$ cat config.mk
export PLATFORM = sky130hd
export DESIGN_NAME = edf_periodic_task_scheduler_core_flat
export DESIGN_NICKNAME = d
export VERILOG_FILES = /design/src/design/edfs_pkg.sv /design/src/design/edfs_ifs.sv /design/src/design/edfs_task_alu.sv /design/src/design/edf_periodic_task_scheduler_core.sv /design/src/flat_wrapper.sv
export SDC_FILE = /design/constraint.sdc
export NUM_CORES = 1
export LEC_CHECK = 0
export BUFFER_PORTS_ARGS = -buffer_cell sky130_fd_sc_hd__buf_2
export CAP_MARGIN = 25
export CORE_MARGIN = 10
export CORE_UTILIZATION = 50
export DETAILED_ROUTE_END_ITERATION = 16
export PLACE_DENSITY = 0.66
export SYNTH_ARGS = -nofsm -noshare
export SYNTH_HDL_FRONTEND = slang
export SYNTH_HIERARCHICAL = 1
export SYNTH_SLANG_ARGS = --single-unit
$ cat constraint.sdc
create_clock -name clk -period 8.95 [get_ports clk]
set_input_delay 0.895 -clock clk [delete_from_list [all_inputs] [get_ports clk]]
set_output_delay 0.895 -clock clk [all_outputs]
set_load 0.03 [all_outputs]
$ cat src/design/edfs_pkg.sv
// Shared types and constants for the EDF periodic task scheduler.
`timescale 1ns / 1ps

package edfs_pkg;

  localparam int NUM_TASKS_DEF = 4;   // default number of task slots
  localparam int TASK_WORDS    = 4;   // task words in the register map
  localparam int WORD_W        = 48;  // task word width
  localparam int FIELD_W       = 16;  // capacity, period, relative deadline
  localparam int DL_W          = 17;  // deadline countdown width
  localparam int CNT_W         = 3;   // active task count width
  localparam int CFG_IDX_W     = 3;   // configuration register index width
  localparam int OUT_IDX_W     = 2;   // result task index width
  localparam int TW_IDX_W      = 2;   // task word select width

  // Configuration register indexes
  localparam logic [CFG_IDX_W-1:0] CFG_ACTIVE_COUNT = 3'd0;
  localparam logic [CFG_IDX_W-1:0] CFG_TASK_WORD_0  = 3'd1;
  localparam logic [CFG_IDX_W-1:0] CFG_TASK_WORD_3  = 3'd4;

  // Per-task dynamic state
  typedef struct packed {
    logic [FIELD_W-1:0] work;
    logic [FIELD_W-1:0] rel;
    logic [DL_W-1:0]    dl;
  } task_state_t;

  // Control from the sequencer to the task unit
  typedef struct packed {
    logic            restart;
    logic            active;
    logic            found;
    logic [DL_W-1:0] best;
  } alu_ctl_t;

  // Selection result from the task unit
  typedef struct packed {
    logic               take;
    logic [DL_W-1:0]    cand_dl;
    logic [FIELD_W-1:0] cand_work;
  } alu_res_t;

endpackage

$ cat src/design/edfs_ifs.sv
// Valid/ready channel interfaces for the EDF scheduler ports.
`timescale 1ns / 1ps

interface edfs_in_if;
  logic valid;
  logic ready;
  logic restart;

  modport source (output valid, output restart, input ready);
  modport sink   (input valid, input restart, output ready);
endinterface

interface edfs_out_if;
  logic       valid;
  logic       ready;
  logic       busy_res;
  logic [1:0] task_index;

  modport source (output valid, output busy_res, output task_index, input ready);
  modport sink   (input valid, input busy_res, input task_index, output ready);
endinterface

interface edfs_cfg_if;
  logic        valid;
  logic        ready;
  logic [2:0]  idx;
  logic [47:0] data;

  modport source (output valid, output idx, output data, input ready);
  modport sink   (input valid, input idx, input data, output ready);
endinterface

$ cat src/design/edfs_task_alu.sv
// Shared per-task unit: release, deadline compare and countdown update for one task.
`timescale 1ns / 1ps

module edfs_task_alu
  import edfs_pkg::*;
(
  input  alu_ctl_t           ctl,
  input  logic [WORD_W-1:0]  word,
  input  task_state_t        cur,
  output task_state_t        upd,
  output alu_res_t           res
);

  task_state_t        base;
  task_state_t        rls;
  logic [FIELD_W-1:0] per;

  always_comb begin
    // drop all state on restart
    base = ctl.restart ? '0 : cur;

    per = word[2*FIELD_W-1:FIELD_W];
    if (per == '0) begin
      per = FIELD_W'(1);
    end

    rls = base;
    if (ctl.active && base.rel == '0) begin
      rls.work = word[FIELD_W-1:0];
      rls.rel  = per;
      rls.dl   = {1'b0, word[3*FIELD_W-1:2*FIELD_W]};
    end

    res.cand_dl   = rls.dl;
    res.cand_work = rls.work;
    res.take      = ctl.active && (rls.work != '0) && (!ctl.found || rls.dl < ctl.best);

    // advance countdowns, saturating at zero
    upd = rls;
    if (ctl.active) begin
      if (rls.rel != '0) begin
        upd.rel = rls.rel - 1'b1;
      end
      if (rls.dl != '0) begin
        upd.dl = rls.dl - 1'b1;
      end
    end
  end

endmodule

$ cat src/design/edf_periodic_task_scheduler_core.sv
// Top level of the earliest-deadline-first periodic task scheduler.
`timescale 1ns / 1ps

// Each input beat is one scheduler tick and yields exactly one result beat naming the task
// that runs for that tick (busy_res = 1, task_index) or an idle tick (busy_res = 0,
// task_index = 0). On a tick, every active task whose release countdown has reached zero
// is reloaded from its task word (capacity as remaining work, period with zero read as
// one, relative deadline); among active tasks with work left the one with the smallest
// deadline countdown runs one unit, the lowest index winning ties; release and deadline
// countdowns then fall by one and stop at zero. restart = 1 clears all task state first,
// so every active task releases on that tick. Tasks in use are indices 0 up to
// active_count - 1, limited to NUM_TASKS and to the four task words. A tick occupies the
// block through the accept cycle, a scan of one task slot per cycle through the single
// shared task unit, and a finishing cycle that charges the chosen task and loads the
// output register. in_ch.ready is high only between ticks; a finished result waits in
// the output register while the next tick is accepted, and the finishing cycle stalls
// only when the previous result has not yet been taken.
// Configuration writes are taken in any cycle (cfg_ch.ready is tied high) and must only
// be issued between ticks; writes to indexes beyond the register map are dropped.

module edf_periodic_task_scheduler_core
  import edfs_pkg::*;
#(
  parameter int NUM_TASKS = NUM_TASKS_DEF
) (
  input  logic              clk,
  input  logic              rst_n,
  edfs_in_if.sink           in_ch,
  edfs_out_if.source        out_ch,
  edfs_cfg_if.sink          cfg_ch
);

  localparam int TIDX_W = (NUM_TASKS > 1) ? $clog2(NUM_TASKS) : 1;

  typedef enum logic [1:0] {
    ST_IDLE,
    ST_SCAN,
    ST_DONE
  } state_t;

  // Configuration registers
  logic [CNT_W-1:0]   active_count_r;
  logic [WORD_W-1:0]  task_word_r [TASK_WORDS];

  // Task state, one entry per slot
  task_state_t        task_st_r [NUM_TASKS];

  // Sequencer
  state_t             state_r;
  logic [TIDX_W-1:0]  scan_r;
  logic               restart_r;
  logic               found_r;
  logic [DL_W-1:0]    best_r;
  logic [TIDX_W-1:0]  pick_r;
  logic [FIELD_W-1:0] best_work_r;

  // Output register
  logic                 out_valid_r;
  logic                 out_busy_r;
  logic [OUT_IDX_W-1:0] out_idx_r;

  logic [CNT_W-1:0]   live;
  alu_ctl_t           alu_ctl;
  task_state_t        alu_upd;
  alu_res_t           alu_res;
  logic               in_beat;
  logic               out_free;

  assign in_ch.ready   = (state_r == ST_IDLE);
  assign cfg_ch.ready  = 1'b1;
  assign out_ch.valid      = out_valid_r;
  assign out_ch.busy_res   = out_busy_r;
  assign out_ch.task_index = out_idx_r;

  assign in_beat  = in_ch.valid && in_ch.ready;
  assign out_free = !out_valid_r || out_ch.ready;

  // Number of live tasks: register value limited by slots and task words
  always_comb begin
    live = active_count_r;
    if (live > CNT_W'(NUM_TASKS)) begin
      live = CNT_W'(NUM_TASKS);
    end
    if (live > CNT_W'(TASK_WORDS)) begin
      live = CNT_W'(TASK_WORDS);
    end
  end

  always_comb begin
    alu_ctl.restart = restart_r;
    alu_ctl.active  = (CNT_W'(scan_r) < live);
    alu_ctl.found   = found_r;
    alu_ctl.best    = best_r;
  end

  // One task slot per cycle goes through the shared unit
  edfs_task_alu u_alu (
    .ctl  (alu_ctl),
    .word (task_word_r[TW_IDX_W'(scan_r)]),
    .cur  (task_st_r[scan_r]),
    .upd  (alu_upd),
    .res  (alu_res)
  );

  // Configuration writes
  always_ff @(posedge clk) begin
    if (!rst_n) begin
      active_count_r <= '0;
      for (int i = 0; i < TASK_WORDS; i++) begin
        task_word_r[i] <= '0;
      end
    end else if (cfg_ch.valid) begin
      if (cfg_ch.idx == CFG_ACTIVE_COUNT) begin
        active_count_r <= cfg_ch.data[CNT_W-1:0];
      end else if (cfg_ch.idx >= CFG_TASK_WORD_0 && cfg_ch.idx <= CFG_TASK_WORD_3) begin
        task_word_r[TW_IDX_W'(cfg_ch.idx - CFG_TASK_WORD_0)] <= cfg_ch.data;
      end
    end
  end

  // Sequencer, task state and output register
  always_ff @(posedge clk) begin
    if (!rst_n) begin
      state_r     <= ST_IDLE;
      out_valid_r <= 1'b0;
      scan_r      <= '0;
      found_r     <= 1'b0;
      for (int i = 0; i < NUM_TASKS; i++) begin
        task_st_r[i] <= '0;
      end
    end else begin
      // drop the beat once taken; the finishing cycle loads the next one itself
      if (out_valid_r && out_ch.ready && state_r != ST_DONE) begin
        out_valid_r <= 1'b0;
      end
      unique case (state_r)
        ST_IDLE: begin
          if (in_beat) begin
            restart_r <= in_ch.restart;
            found_r   <= 1'b0;
            best_r    <= '0;
            pick_r    <= '0;
            scan_r    <= '0;
            state_r   <= ST_SCAN;
          end
        end
        ST_SCAN: begin
          task_st_r[scan_r] <= alu_upd;
          if (alu_res.take) begin
            found_r     <= 1'b1;
            best_r      <= alu_res.cand_dl;
            best_work_r <= alu_res.cand_work;
            pick_r      <= scan_r;
          end
          if (scan_r == TIDX_W'(NUM_TASKS - 1)) begin
            state_r <= ST_DONE;
          end else begin
            scan_r <= scan_r + 1'b1;
          end
        end
        ST_DONE: begin
          // hold until the output register can take the result
          if (out_free) begin
            if (found_r) begin
              task_st_r[pick_r].work <= best_work_r - 1'b1;
            end
            out_valid_r <= 1'b1;
            out_busy_r  <= found_r;
            out_idx_r   <= found_r ? OUT_IDX_W'(pick_r) : '0;
            state_r     <= ST_IDLE;
          end
        end
        default: begin
          state_r <= ST_IDLE;
        end
      endcase
    end
  end

  // An accepted tick always starts a scan at slot zero
  a_beat_starts_scan: assert property (@(posedge clk) disable iff (!rst_n)
    in_beat |=> (state_r == ST_SCAN && scan_r == '0))
    else $error("tick accepted without starting a scan");

  // The scan never runs past the last task slot
  a_scan_bound: assert property (@(posedge clk) disable iff (!rst_n)
    (state_r == ST_SCAN) |-> (scan_r <= TIDX_W'(NUM_TASKS - 1)))
    else $error("scan index beyond last slot");

  // A chosen task always has work left to charge
  a_pick_has_work: assert property (@(posedge clk) disable iff (!rst_n)
    (state_r == ST_DONE && found_r) |-> (best_work_r != '0 && CNT_W'(pick_r) < live))
    else $error("chosen task has no work or is not live");

  // Idle results carry task index zero
  a_idle_index: assert property (@(posedge clk) disable iff (!rst_n)
    (out_valid_r && !out_busy_r) |-> (out_idx_r == '0))
    else $error("idle result with nonzero task index");

  // A result is only loaded when the output register is free
  a_no_overwrite: assert property (@(posedge clk) disable iff (!rst_n)
    (out_valid_r && !out_ch.ready && state_r == ST_DONE) |=> (state_r == ST_DONE))
    else $error("result loaded over a pending beat");

endmodule

$ cat src/flat_wrapper.sv
// flat-port wrapper written by rule: the top's interface ports become plain ports
module edf_periodic_task_scheduler_core_flat import edfs_pkg::*;
#(
  parameter int NUM_TASKS = NUM_TASKS_DEF
)
  (clk, rst_n, in_ch_valid, in_ch_restart, in_ch_ready, out_ch_valid, out_ch_busy_res, out_ch_task_index, out_ch_ready, cfg_ch_valid, cfg_ch_idx, cfg_ch_data, cfg_ch_ready);
  edfs_in_if in_ch_i ();
  edfs_out_if out_ch_i ();
  edfs_cfg_if cfg_ch_i ();
  input  logic clk;
  input  logic rst_n;
  input wire logic [$bits(in_ch_i.valid)-1:0] in_ch_valid;
  input wire logic [$bits(in_ch_i.restart)-1:0] in_ch_restart;
  output wire logic [$bits(in_ch_i.ready)-1:0] in_ch_ready;
  output wire logic [$bits(out_ch_i.valid)-1:0] out_ch_valid;
  output wire logic [$bits(out_ch_i.busy_res)-1:0] out_ch_busy_res;
  output wire logic [$bits(out_ch_i.task_index)-1:0] out_ch_task_index;
  input wire logic [$bits(out_ch_i.ready)-1:0] out_ch_ready;
  input wire logic [$bits(cfg_ch_i.valid)-1:0] cfg_ch_valid;
  input wire logic [$bits(cfg_ch_i.idx)-1:0] cfg_ch_idx;
  input wire logic [$bits(cfg_ch_i.data)-1:0] cfg_ch_data;
  output wire logic [$bits(cfg_ch_i.ready)-1:0] cfg_ch_ready;
  assign in_ch_i.valid = in_ch_valid;
  assign in_ch_i.restart = in_ch_restart;
  assign in_ch_ready = in_ch_i.ready;
  assign out_ch_valid = out_ch_i.valid;
  assign out_ch_busy_res = out_ch_i.busy_res;
  assign out_ch_task_index = out_ch_i.task_index;
  assign out_ch_i.ready = out_ch_ready;
  assign cfg_ch_i.valid = cfg_ch_valid;
  assign cfg_ch_i.idx = cfg_ch_idx;
  assign cfg_ch_i.data = cfg_ch_data;
  assign cfg_ch_ready = cfg_ch_i.ready;
  edf_periodic_task_scheduler_core #(.NUM_TASKS(NUM_TASKS)) u_core (.clk(clk), .rst_n(rst_n), .in_ch(in_ch_i), .out_ch(out_ch_i), .cfg_ch(cfg_ch_i));
endmodule
Yosys cells after proc, flatten, opt, wreduce, memory -nomap -nowiden:

Memories as Yosys holds them, arrays and structs flattened. A register that Yosys moved wholly into a read port is not among the register bits.
Index checks and enable logic that the tools add are counted.
Widths: inputs -> output; s select.

* register bits after elaboration: 48
* bits in latches: 0
* memory bits (writable): 388
* bits in read-only memories: 0
* input port bits: 57
* output and inout port bits: 6
* memories kept: 2

* add/subtract/negate cells: 5
* multipliers: 0
* div/mod/pow operators: 0
* magnitude comparators: 6
* equality and inequality tests: 9
* shift-type cells: 0
* muxes and demuxes: 53
* bitwise logic cells: 0
* reductions and logical operators: 30

Memories
* u_core.task_st_r: depth 4, width 49, rd ports 1, clocked after Yosys merged registers in 1, write ports 4, RTL line edf_periodic_task_scheduler_core.sv:46 `task_state_t task_st_r [NUM_TASKS];`
* u_core.task_word_r: depth 4, width 48, rd ports 1, clocked after Yosys merged registers in 1, write ports 4, RTL line edf_periodic_task_scheduler_core.sv:43 `logic [WORD_W-1:0] task_word_r [TASK_WORDS];`

Operators by type and width (number)
* $mux 49: 4
* $reduce_or 49->1: 2
* $mux 17: 3
* $mux 48: 1
* $reduce_or 48->1: 1
* $pmux 17 s2: 1
* $mux 33: 1
* $logic_not 16->1: 2
* $mux 16: 2
* $reduce_bool 16->1: 2
* $sub 16x1->16 const B: 2
* $mux 2: 14
* $mux 1: 21
* $reduce_and 3->1: 6
* $lt 17x17->1: 1
* $reduce_bool 17->1: 1
* $sub 17x1->17 const B: 1
* $pmux 2 s2: 2
* $logic_and 1x1->1: 7
* $gt 3x3->1 const B: 2
* $mux 3: 2
* $ne 2x1->1 const B: 3
* $ne 2x2->1 const B: 3
* $pmux 2 s3: 1
* other kinds (15): 18

Longest topological paths before layout:

Gate-level depths: netlist of the first run.

* depth after elaboration: 12
* mapped depth: 23
* mapped depth without buffers: 19

Cells and area by module:

The synthesis of the first run kept the hierarchy.

By module, submodules not included
* edf_periodic_task_scheduler_core: times used 1, cells each 1225, area an instance 18968.2 um^2, sequential area each 13042.5 um^2
* edfs_task_alu: times used 1, cells each 374, area an instance 2386.0 um^2, sequential area each 0.0 um^2

Worst setup path after synthesis of the first run:

Ideal clock, no wire load.

* path kind: flip-flop to flip-flop
* from: reg (tool-made name)
* to: reg u_core.best_r[0], enable pin
* data arrival time: 5.674 ns
* setup slack: 2.933 ns
* cell stages (with the launch flop): 22
* path through: dfxtp_1 > clkbuf_1 > buf_2 > buf_2 > mux4_2 > or4_4 > nor3b_4 > a21oi_2 > nor2_4 > buf_2 > buf_2 > nand2_1 > o21ai_0 > ha_1 > a21o_1 > a21o_1 > a21oi_1 > o21ai_0 > a221o_1 > nor3_1 > and2_1 > or2_2

RTL lines
* end signal: assignment: RTL line edf_periodic_task_scheduler_core.sv:151 `best_r <= alu_res.cand_dl;`
* end: declaration: RTL line edf_periodic_task_scheduler_core.sv:53 `logic [DL_W-1:0] best_r;`

==> results of run 1 <==
-- registers in the layout (all words and copies together), names as in the netlist, named ones only --
signal,cells
u_core/out_ch.busy_res,1
u_core/scan_r,2
u_core/best_work_r,16
u_core/out_ch.valid,1
u_core/best_r,17
u_core/task_st_r,196
u_core/out_ch.task_index,2
u_core/state_r,2
u_core/restart_r,1
u_core/active_count_r,3
u_core/pick_r,2
u_core/found_r,1
u_core/task_word_r,192
-- metrics by stage --
step / instances / worst slack (ns) / util [%] / hold WS (ns)
after global placement: 2104 / 2.030 / 52.30 / 0.4922
after floorplan: 1599 / 2.933 / - / 0.4645
after detailed placement: 2105 / 1.897 / 52.33 / 0.5289
after global routing: 2185 / 1.315 / 55.48 / 0.5681
after CTS: 2184 / 1.869 / 55.44 / 0.5566
final: 2186 / 1.869 / 55.48 / 0.5546
-- logic make-up after synthesis --
family          count (synthesis)  share of synthesized area, %
compound gates                179                         6.041
xor+xnor                       32                         1.312
fa+ha+maj                      22                         1.289
buf+inv                       195                         3.949
flops                         438                         61.08
mux                           105                         10.61
other cells                     1                       0.01756
simple gates                  627                         15.70
-- worst paths after layout --
kind,from,endpoint,cells after the start
worst min-delay path,u_core/active_count_r[1],u_core/active_count_r[1],2
worst max-delay path,flip-flop,u_core/best_r[6],15
worst min register to register,u_core/active_count_r[1],u_core/active_count_r[1],2
worst max register to register,flip-flop,u_core/best_r[6],15
-- metal layers --
metal / routed length [um] / track usage (%)
met5: 26 / 0
met4: 829 / 4.999
met3: 3790 / 3.475
met2: 23150 / 30.48
met1: 21670 / 27.63
-- area by class of cell --
class / count / share of cell area [%]
tap: 539 / 2.885
inverter: 75 / 1.204
clock inverter: 20 / 0.5780
sequential: 438 / 55.82
antenna: 1 / 0.01070
timing repair buffer: 88 / 2.221
multi-input combinational: 966 / 32.24
clock buffer: 59 / 5.036
-- synthesized netlist by cell type (all sizes together), types with 3 or more instances --
| cell | instances |
|---|---|
| o21a | 3 |
| clkbuf | 73 |
| a31oi | 4 |
| a21o | 8 |
| o21ai | 47 |
| o31a | 5 |
| and2 | 168 |
| o31ai | 10 |
| or3 | 6 |
| xnor2 | 21 |
| or2 | 9 |
| or4 | 11 |
| mux2i | 7 |
| dfxtp | 11 |
| edfxtp | 427 |
| nand4b | 5 |
| buf | 47 |
| a21oi | 23 |
| nand2b | 9 |
| nand3b | 3 |
| mux4 | 97 |
| nand2 | 119 |
| nor3 | 27 |
| xor2 | 11 |
| inv | 75 |
| nor4 | 17 |
| o41ai | 3 |
| nor2b | 8 |
| a32oi | 3 |
| a211oi | 15 |
| ha | 22 |
| a22oi | 24 |
| nor2 | 162 |
| nor3b | 3 |
| and3 | 56 |
| o211ai | 3 |
| nand4 | 10 |
| nand3 | 8 |
| a22o | 5 |
| o22ai | 3 |
-- power by group --
part / internal, uW / switching [uW] / total [uW]
Combinational: 158 / 273 / 431
Sequential: 2360 / 39.1 / 2400
Clock: 953 / 761 / 1710
-- worst max-delay path, cell delays in order, from the launching register on --
cell and delay (ns):
dfxtp_4 0.82, mux4_2 0.65, or4_4 0.58, nor3b_4 0.39
a21oi_2 0.17, nor2_4 0.77, buf_4 0.49, o21ai_0 0.25
ha_1 0.33, and4_1 0.22, a21oi_1 0.15, o311ai_0 0.13
and3_1 0.20, nor3_1 0.25, and2_1 0.70, or2_2 0.58
==> results.md, run 1 <==
- Register Area: 13050 um2
- Critical Path End Type: flip-flop
- Ys async rst share: 0%
- H-Tree Depth: 2
- Ys flop type: edfxtp_1
- Worst Path Arrival: 7.28 ns
- Placeable Area: 42130 um2
- Clock slew at reported path FFs: 0.06 ns
- Total Power: 4545 uW
- Clock buffer depth: 3
- Slew margin rel.: 32.26%
- Total GRT Usage: 19.46%
- PD cells: 194.4 nW/um2
- Final Hold Fails: 0
- Fill cell count: 3405
- Post-CTS setup buffers: 0
- Hold_buf cts: 0
- I/O Buffers: 61
- Setup TNS: 0 ns
- Synth warn: 6
- DRT iter0 DRCs: 1256
- Mapped Area: 21350 um2
- Routed Wire Length: 49470 um
- Syn-to-layout area delta: 9.474%
- DR pass1 iterations: 6
- DPL Wire Length: 31530 um
- Most common cell after layout, fill and taps aside: edfxtp_1
- Row count: 75
- Period utilization: 79.12%
- # setup viols final: 0
- Layout cells sized above 1: 17.38%
- Crit path kind: flip-flop to flip-flop
- RSZ-0062 raised after global routing: false
- Global-route wire length before repair: 77150 um
- Final net count: 1691
- Initial core utilization: 50.68%
- Multi-input logic area: 7537 um2
- Grt ovf: 0
- Leading area contributor after synthesis: edfxtp_1
- Number of remaining DRC errors: 0
- Yosys cell types: 86
- Initial antenna violation count: 3
- Via Count: 13060
- Synth top area cells: edfxtp_1, mux4_2, and2_1
- Mapped Avg Cell Area: 13.35 um2
- Die height: 226.7 um
- Lkg Pwr: 0.008480 uW
- Tightest Pin Transition: 1.007 ns
- Cells after Synth: 1599
- CP Launch Type: flip-flop
- Share of the synthesized area in the top cell type: 60.05%
- Synth Register Bits: 438
- Number of max-cap violations: 0
- Skew-Pair Late Insertion Delay: 0.56 ns
- Number of synthesized flops with an enable pin: 427
- Clock skew: 0.01427 ns
- Maximum vdd drop: 0.1968 mV
- Final Critical Period: 7.081 ns
- Die W: 226.7 um
- Clock sinks: 438
- Area after DPL: 22050 um2
- CTS resizes: 0
- CTS Buf Count: 43
- Final Max Tran Viols: 0
- Most frequent cells in the layout: edfxtp_1, and2_1, nor2_1, nand2_1, mux4_2
- Sequential share of the synthesized area: 61.08%
- Post-synth net total: 1678
- Global placement routability congestion: 0.8893
- Max Clk Rate: 0.1412 GHz
- Cell area after layout: 23380 um2
- Vias in the first global route: 13150
- CTS tree: yes
- Worst Hold Class: flip-flop to flip-flop
- Drt wl/cell: 22.63 um
- Root buffer cell: clkbuf_16
- Antenna Nets Post-Route: 0
- Status: finished clean
- Critical Path RT: 9.15 ns
- Largest net degree at the start of global routing: 87
- Die area: 51370 um2
- Vias/cell: 5.975
- # IOs: 63
- FF-to-FF setup slack: 1.87 ns
- CP max FO: 41
Note: power is estimated with default switching activity, not from simulation.
==> run 2: changes to the inputs <==
==> constraint.sdc (replaced) <==
create_clock -name clk -period 7.2 [get_ports clk]
set_input_delay 0.72 -clock clk [delete_from_list [all_inputs] [get_ports clk]]
set_output_delay 0.72 -clock clk [all_outputs]
set_load 0.03 [all_outputs]
==> run 2 against run 1 <==
Maximum frequency grew 18%. Clock power grew 33%. Sequential cell count is the same. Final cell count grew 0.23%. Combinational power grew 25%. Clock skew grew 0.0048 ns. Critical path type unchanged.
==> results.md, run 2 (synthesis results as in run 1) <==
- Status: finished clean (unchanged)
- Biggest registers after layout: u_core/task_st_r x196, u_core/task_word_r x192, u_core/best_r x17 (unchanged)
- Vias in the first global route: 13050 (was 13150)
- DRT iter0 DRCs: 1171 (was 1256)
- Row count: 75 (unchanged)
- # setup viols final: 0 (unchanged)
- Initial core utilization: 50.68% (unchanged)
- Routed Wire Length: 48960 um (was 49470 um)
- Antenna Nets Post-Route: 0 (unchanged)
- Layout cells sized above 1: 17.81% (was 17.38%)
- Syn-to-layout area delta: 10.19% (was 9.474%)
- Initial antenna violation count: 3 (unchanged)
- I/O Buffers: 61 (unchanged)
- Total GRT Usage: 19.18% (was 19.46%)
- Register Area: 13050 um2 (unchanged)
- PD cells: 246.5 nW/um2 (was 194.4 nW/um2)
- Critical-path top delay cell: dfxtp_4 (unchanged)
- Fill cell count: 3382 (was 3405)
- P_sw: 1346 uW (was 1072 uW)
- Placeable Area: 42130 um2 (unchanged)
- Multi-input logic area: 7537 um2 (unchanged)
- Clock skew: 0.01912 ns (was 0.01427 ns)
- Number of remaining DRC errors: 0 (unchanged)
- Clock group share of total power: 39.3% (was 37.7%)
- Crit path kind: flip-flop to flip-flop (unchanged)
- CTS tree: yes (unchanged)
- Comb power frac: 9.3% (was 9.5%)
- Max Clk Rate: 0.1665 GHz (was 0.1412 GHz)
- Most used cell along the critical path: buf_4
- Critical Path RT: 7.39 ns (was 9.15 ns)
- Core Util, Final: 55.85% (was 55.48%)
- Post-CTS setup buffers: 0 (unchanged)
- Clock buffer depth: 3 (unchanged)
- Die height: 226.7 um (unchanged)
- Via Count: 13050 (was 13060)
- Die W: 226.7 um (unchanged)
- Global-route wire length before repair: 76110 um (was 77150 um)
- CTS Buf Count: 44 (was 43)
- Largest net degree at the start of global routing: 53 (was 87)
- Clock sinks: 438 (unchanged)
- Critical Path End Type: flip-flop (unchanged)
- DPL Wire Length: 31240 um (was 31530 um)
- Final Hold Fails: 0 (unchanged)
- Slew margin rel.: 28.22% (was 32.26%)
- Worst-path cell chain: mux4_2 > or4_4 > nor3b_4 > a21oi_2 > nor2_4 > buf_4 > o21ai_0 > ha_1 > and4_1 > a21oi_1 > o311ai_0 > and3_1 > nor3_1 > and2_1 > buf_4 > or2_2 (was mux4_2 > or4_4 > nor3b_4 > a21oi_2 > nor2_4 > buf_4 > o21ai_0 > ha_1 > and4_1 > a21oi_1 > o311ai_0 > and3_1 > nor3_1 > and2_1 > or2_2)
- Hold_buf cts: 0 (unchanged)
- CTS resizes: 0 (unchanged)
- Most frequent cells in the layout: edfxtp_1, and2_1, nor2_1, nand2_1, mux4_2 (unchanged)
- Grt ovf: 0 (unchanged)
- RSZ-0062 raised after global routing: false (unchanged)
- Period utilization: 83.42% (was 79.12%)
- Maximum vdd drop: 0.1924 mV (was 0.1968 mV)
- Clock slew at reported path FFs: 0.06 ns (about the same)
- Global placement routability congestion: 0.8819 (was 0.8893)
- CP max FO: 44 (was 41)
- CP peak stage delay: 0.60 ns (was 0.82 ns)
- Number of max-cap violations: 0 (unchanged)
- Worst Hold Class: primary input to flip-flop (was flip-flop to flip-flop)
- DR pass1 iterations: 5 (was 6)
- Final Critical Period: 6.006 ns (was 7.081 ns)
- Die area: 51370 um2 (unchanged)
- Final Max Tran Viols: 0 (unchanged)
- Worst Path Arrival: 6.20 ns (was 7.28 ns)
- Tightest Pin Transition: 1.067 ns (was 1.007 ns)
- Vias/cell: 5.954 (was 5.975)
- Largest register by flop count: u_core/task_st_r (unchanged)
- Setup TNS: 0 ns (unchanged)
- Drt wl/cell: 22.35 um (was 22.63 um)
- H-Tree Depth: 2 (unchanged)
- Lkg Pwr: 0.008561 uW (was 0.008480 uW)
- Most common cell after layout, fill and taps aside: edfxtp_1 (unchanged)
- Part of the power in registers: 51.4% (was 52.8%)
- Final net count: 1696 (was 1691)
- Root buffer cell: clkbuf_16 (unchanged)
- # IOs: 63 (unchanged)
- CP Launch Type: flip-flop (unchanged)
- Max reg flops: 196 (unchanged)
- Skew-Pair Late Insertion Delay: 0.56 ns (about the same)
- Internal Power: 4454 uW (was 3472 uW)
- Switch share: 23.21% (was 23.60%)
run 2: cell type report:
type	count	area share, %
Tap cell	539	2.866
Multi-Input combinational cell	966	32.03
Antenna cell	1	0.01063
Inverter	75	1.196
Clock inverter	24	1.069
Clock buffer	56	5.046
Timing Repair Buffer	92	2.318
Sequential cell	438	55.46
run 2: worst paths after layout:
kind,depth (start not counted),endpoint,slack (ns),from
max reg2reg,16,u_core/best_r[6],1.19,flip-flop
min reg2reg,2,u_core/active_count_r[1],0.51,u_core/active_count_r[1]
max,16,u_core/best_r[6],1.19,flip-flop
min,1,u_core/restart_r,0.39,in_ch_restart
run 2: power groups by stage:
stage	registers, uW	logic [uW]	clock network [uW]
after floorplan	3020	376	0
after global placement	3030	530	0
final	2980	539	2280
after global routing	2990	582	2430
after detailed placement	3040	534	0
after CTS	2980	537	2330
run 2: critical path: cells and delay by family (launching register included):
| family | cells | cell delay [ns] |
|---|---|---|
| AND/OR/NAND/NOR | 8 | 2.63 |
| AO/OA/AOI/OAI | 4 | 0.76 |
| buffers and inverters | 2 | 0.67 |
| flip-flops | 1 | 0.60 |
| multiplexers | 1 | 0.60 |
| adder cells (fa/ha/maj) | 1 | 0.36 |
run 2: through the flow:
stage	instances	total power [uW]	setup WS (ns)	area, um2	hold slack (ns)
floorplan	1599	3393	1.183	21350	0.4645
global placement	2108	3558	1.378	22070	0.4844
detailed placement	2110	3570	1.207	22090	0.4920
CTS	2190	5846	1.194	23530	0.3727
global route	2190	6000	0.9000	23530	0.3769
finish	2191	5801	1.194	23530	0.3891
run 2: per-layer routing:
metal / GRT usage [%] / wire length [um] / part of all wire [%] / vias to the layer above
met5: 0 / 13 / 0.027 / -
met4: 4.068 / 693 / 1.4 / 2
met3: 3.811 / 3498 / 7.1 / 58
met2: 29.98 / 22960 / 47 / 446
met1: 27.38 / 21800 / 45 / 6579
li1: - / - / - / 5961
==> run 3: changes to the inputs <==
--- a/config.mk
+++ b/config.mk
@@ -10,7 +10,7 @@
 export CORE_MARGIN = 10
 export CORE_UTILIZATION = 50
 export DETAILED_ROUTE_END_ITERATION = 16
-export PLACE_DENSITY = 0.66
+export PLACE_DENSITY = 0.69
 export SYNTH_ARGS = -nofsm -noshare
 export SYNTH_HDL_FRONTEND = slang
 export SYNTH_HIERARCHICAL = 1
==> constraint.sdc (replaced) <==
create_clock -name clk -period 5.5 [get_ports clk]
set_input_delay 0.55 -clock clk [delete_from_list [all_inputs] [get_ports clk]]
set_output_delay 0.55 -clock clk [all_outputs]
set_load 0.03 [all_outputs]
==> run 3 against run 2 <==
Global-route usage rose by 0.21 points. Final cell count increased by 0.64%. Maximum frequency is 15% higher. Die area unchanged. Combinational power grew 34%. Worst hold slack worse by 0.17 ns. Cell area rose by 0.39%. Non-clock buffer count rose by 12. First-iteration DRC count is 8.6% higher. Sequential power up 31%. Clock power grew 26%. Sequential cell count is the same. Largest cell class unchanged.
==> results.md, run 3 (synthesis results as in run 1) <==
- Switch share: 23.31% (was 23.21%)
- Most common cell after layout, fill and taps aside: edfxtp_1 (unchanged)
- Max reg flops: 196 (unchanged)
- I/O Buffers: 61 (unchanged)
- WL met1: 21820 um (was 21800 um)
- Row count: 75 (unchanged)
- Most used cell along the critical path: a21o_1 (was buf_4)
- Clock slew at reported path FFs: 0.07 ns (was 0.06 ns)
- Final Max Tran Viols: 0 (unchanged)
- Antenna diodes: 0 (was 1)
- Global-route wire length before repair: 77130 um (was 76110 um)
- CTS tree: yes (unchanged)
- Largest net degree at the start of global routing: 65 (was 53)
- Critical Path End Type: flip-flop (unchanged)
- Clock sinks: 438 (unchanged)
- Worst Hold Class: primary input to flip-flop (unchanged)
- Lkg Pwr: 0.008604 uW (was 0.008561 uW)
- Clock skew: 0.01585 ns (was 0.01912 ns)
- Vias/cell: 5.969 (was 5.954)
- DPL Wire Length: 32010 um (was 31240 um)
- Worst Path Arrival: 5.48 ns (was 6.20 ns)
- Die area: 51370 um2 (unchanged)
- Clock buffer depth: 3 (unchanged)
- CTS Buf Count: 44 (unchanged)
- Period utilization: 95.08% (was 83.42%)
- DRT iter0 DRCs: 1272 (was 1171)
- CP Launch Type: flip-flop (unchanged)
- Area after DPL: 22180 um2 (was 22090 um2)
- Biggest registers after layout: u_core/task_st_r x196, u_core/task_word_r x192, u_core/best_r x17 (unchanged)
- Grt ovf: 0 (unchanged)
- Setup TNS: 0 ns (unchanged)
- Buf+Inv Stages, Crit Path: 0 (was 2)
- Internal Power: 5755 uW (was 4454 uW)
- Slew margin rel.: 35.76% (was 28.22%)
- Initial core utilization: 50.68% (unchanged)
- H-Tree Depth: 2 (unchanged)
- P_sw: 1749 uW (was 1346 uW)
- Skew-Pair Late Insertion Delay: 0.57 ns (was 0.56 ns)
- Global placement routability congestion: 0.9077 (was 0.8819)
- Antenna Nets Post-Route: 0 (unchanged)
- Final Critical Period: 5.229 ns (was 6.006 ns)
- RSZ-0062 raised after global routing: false (unchanged)
- # IOs: 63 (unchanged)
- Largest register by flop count: u_core/task_st_r (unchanged)
- Routed Wire Length: 49660 um (was 48960 um)
- Cell family with most CP delay: simple AND/OR/NAND/NOR gates (unchanged)
- # setup viols final: 0 (unchanged)
- Root buffer cell: clkbuf_16 (unchanged)
- Initial antenna violation count: 2 (was 3)
- Hold_buf cts: 0 (unchanged)
- Layout cells sized above 1: 17.95% (was 17.81%)
- Max Clk Rate: 0.1912 GHz (was 0.1665 GHz)
- Status: finished clean (unchanged)
- Most frequent cells in the layout: edfxtp_1, and2_1, nor2_1, nand2_1, mux4_2 (unchanged)
- Cell area after layout: 23620 um2 (was 23530 um2)
- Worst-path cell chain: mux4_2 > or4_4 > nor3b_4 > a21oi_2 > nor2_4 > nand2_1 > o21ai_1 > ha_1 > a21o_1 > a21o_1 > a21oi_1 > o21ai_0 > a221o_1 > nor3_1 > and2_4 > or2_2 (was mux4_2 > or4_4 > nor3b_4 > a21oi_2 > nor2_4 > buf_4 > o21ai_0 > ha_1 > and4_1 > a21oi_1 > o311ai_0 > and3_1 > nor3_1 > and2_1 > buf_4 > or2_2)
- Fill cell count: 3350 (was 3382)
- DR pass1 iterations: 6 (was 5)
- Syn-to-layout area delta: 10.62% (was 10.19%)
- Part of the power in registers: 52.0% (was 51.4%)
- Top sig layer: met5 (unchanged)
- Die W: 226.7 um (unchanged)
- Die height: 226.7 um (unchanged)
- Via Count: 13160 (was 13050)
- Tightest Pin Transition: 0.9636 ns (was 1.067 ns)
- CP max FO: 18 (was 44)
- Met2 Routed Length: 23410 um (was 22960 um)
- Vias in the first global route: 13410 (was 13050)
- Total GRT Usage: 19.40% (was 19.18%)
- Placeable Area: 42130 um2 (unchanged)
- Number of remaining DRC errors: 0 (unchanged)
- Number of max-cap violations: 0 (unchanged)
- Comb power frac: 9.6% (was 9.3%)
- CP peak stage delay: 0.58 ns (was 0.60 ns)
- Critical-path top delay cell: mux4_2 (was dfxtp_4)
- Clock group share of total power: 38.4% (was 39.3%)
- Final net count: 1709 (was 1696)
- Met3 wire len: 3428 um (was 3498 um)
- Critical Path RT: 5.75 ns (was 7.39 ns)
- Drt wl/cell: 22.52 um (was 22.35 um)
- PD cells: 317.7 nW/um2 (was 246.5 nW/um2)
- Maximum vdd drop: 0.2605 mV (was 0.1924 mV)
- Final Hold Fails: 0 (unchanged)
- Crit path kind: flip-flop to flip-flop (unchanged)
## run 3: per-stage QoR
| step | utilization [%] | instances | power (uW) | setup slack [ns] | hold slack [ns] |
|---|---|---|---|---|---|
| floorplan | - | 1599 | 4444 | 0.03024 | 0.4645 |
| global placement | 52.60 | 2117 | 4657 | 0.2648 | 0.4811 |
| detailed placement | 52.63 | 2118 | 4677 | 0.2292 | 0.5023 |
| CTS | 55.90 | 2200 | 7540 | 0.2141 | 0.2026 |
| global route | 56.07 | 2205 | 7756 | 0.05596 | 0.2003 |
| finish | 56.07 | 2205 | 7504 | 0.2706 | 0.2181 |
## run 3: final timing paths
check | start | endpoint | slack, ns | cells past startpoint
worst max-delay path | flip-flop | u_core/pick_r[0] | 0.27 | 16
worst min-delay path | in_ch_restart | u_core/restart_r | 0.22 | 1
worst max register to register | flip-flop | u_core/pick_r[0] | 0.27 | 16
worst min register to register | u_core/active_count_r[1] | u_core/active_count_r[1] | 0.52 | 2
## run 3: worst register-to-register path, cell delays in order, from the launching register on
cell	delay, ns
dfxtp_4	0.55
mux4_2	0.59
or4_4	0.58
nor3b_4	0.25
a21oi_2	0.14
nor2_4	0.32
nand2_1	0.09
o21ai_1	0.16
ha_1	0.30
a21o_1	0.16
a21o_1	0.17
a21oi_1	0.18
o21ai_0	0.11
a221o_1	0.36
nor3_1	0.28
and2_4	0.36
or2_2	0.32
## run 3: routing by layer
| metal | GRT usage [%] | vias to the layer above |
|---|---|---|
| met5 | 0 | - |
| met3 | 3.114 | 78 |
| met2 | 30.77 | 501 |
| met4 | 5.042 | 4 |
| li1 | - | 5986 |
| met1 | 27.41 | 6592 |
## run 3: power by group through the flow
stage | registers, uW | logic [uW] | clock network, uW
after floorplan | 3950 | 494 | 0
after global placement | 3960 | 698 | 0
after detailed placement | 3970 | 706 | 0
after CTS | 3900 | 710 | 2930
after global routing | 3920 | 777 | 3060
final | 3900 | 721 | 2880
## run 3: cell type report
cell class                 instances  area (um2)  share of cell area (%)
clock inverter                    17       155.1                  0.6568
tap                              539       674.4                   2.855
clock buffer                      65        1221                   5.169
multi-input combinational        967        7551                   31.96
timing repair buffer             104       689.4                   2.918
inverter                          75       281.5                   1.192
sequential                       438       13050                   55.24
## run 3: timing repair
item,CTS,global route
buffers inserted,0,2
setup endpoints to repair,0,19
resized for setup,0,2
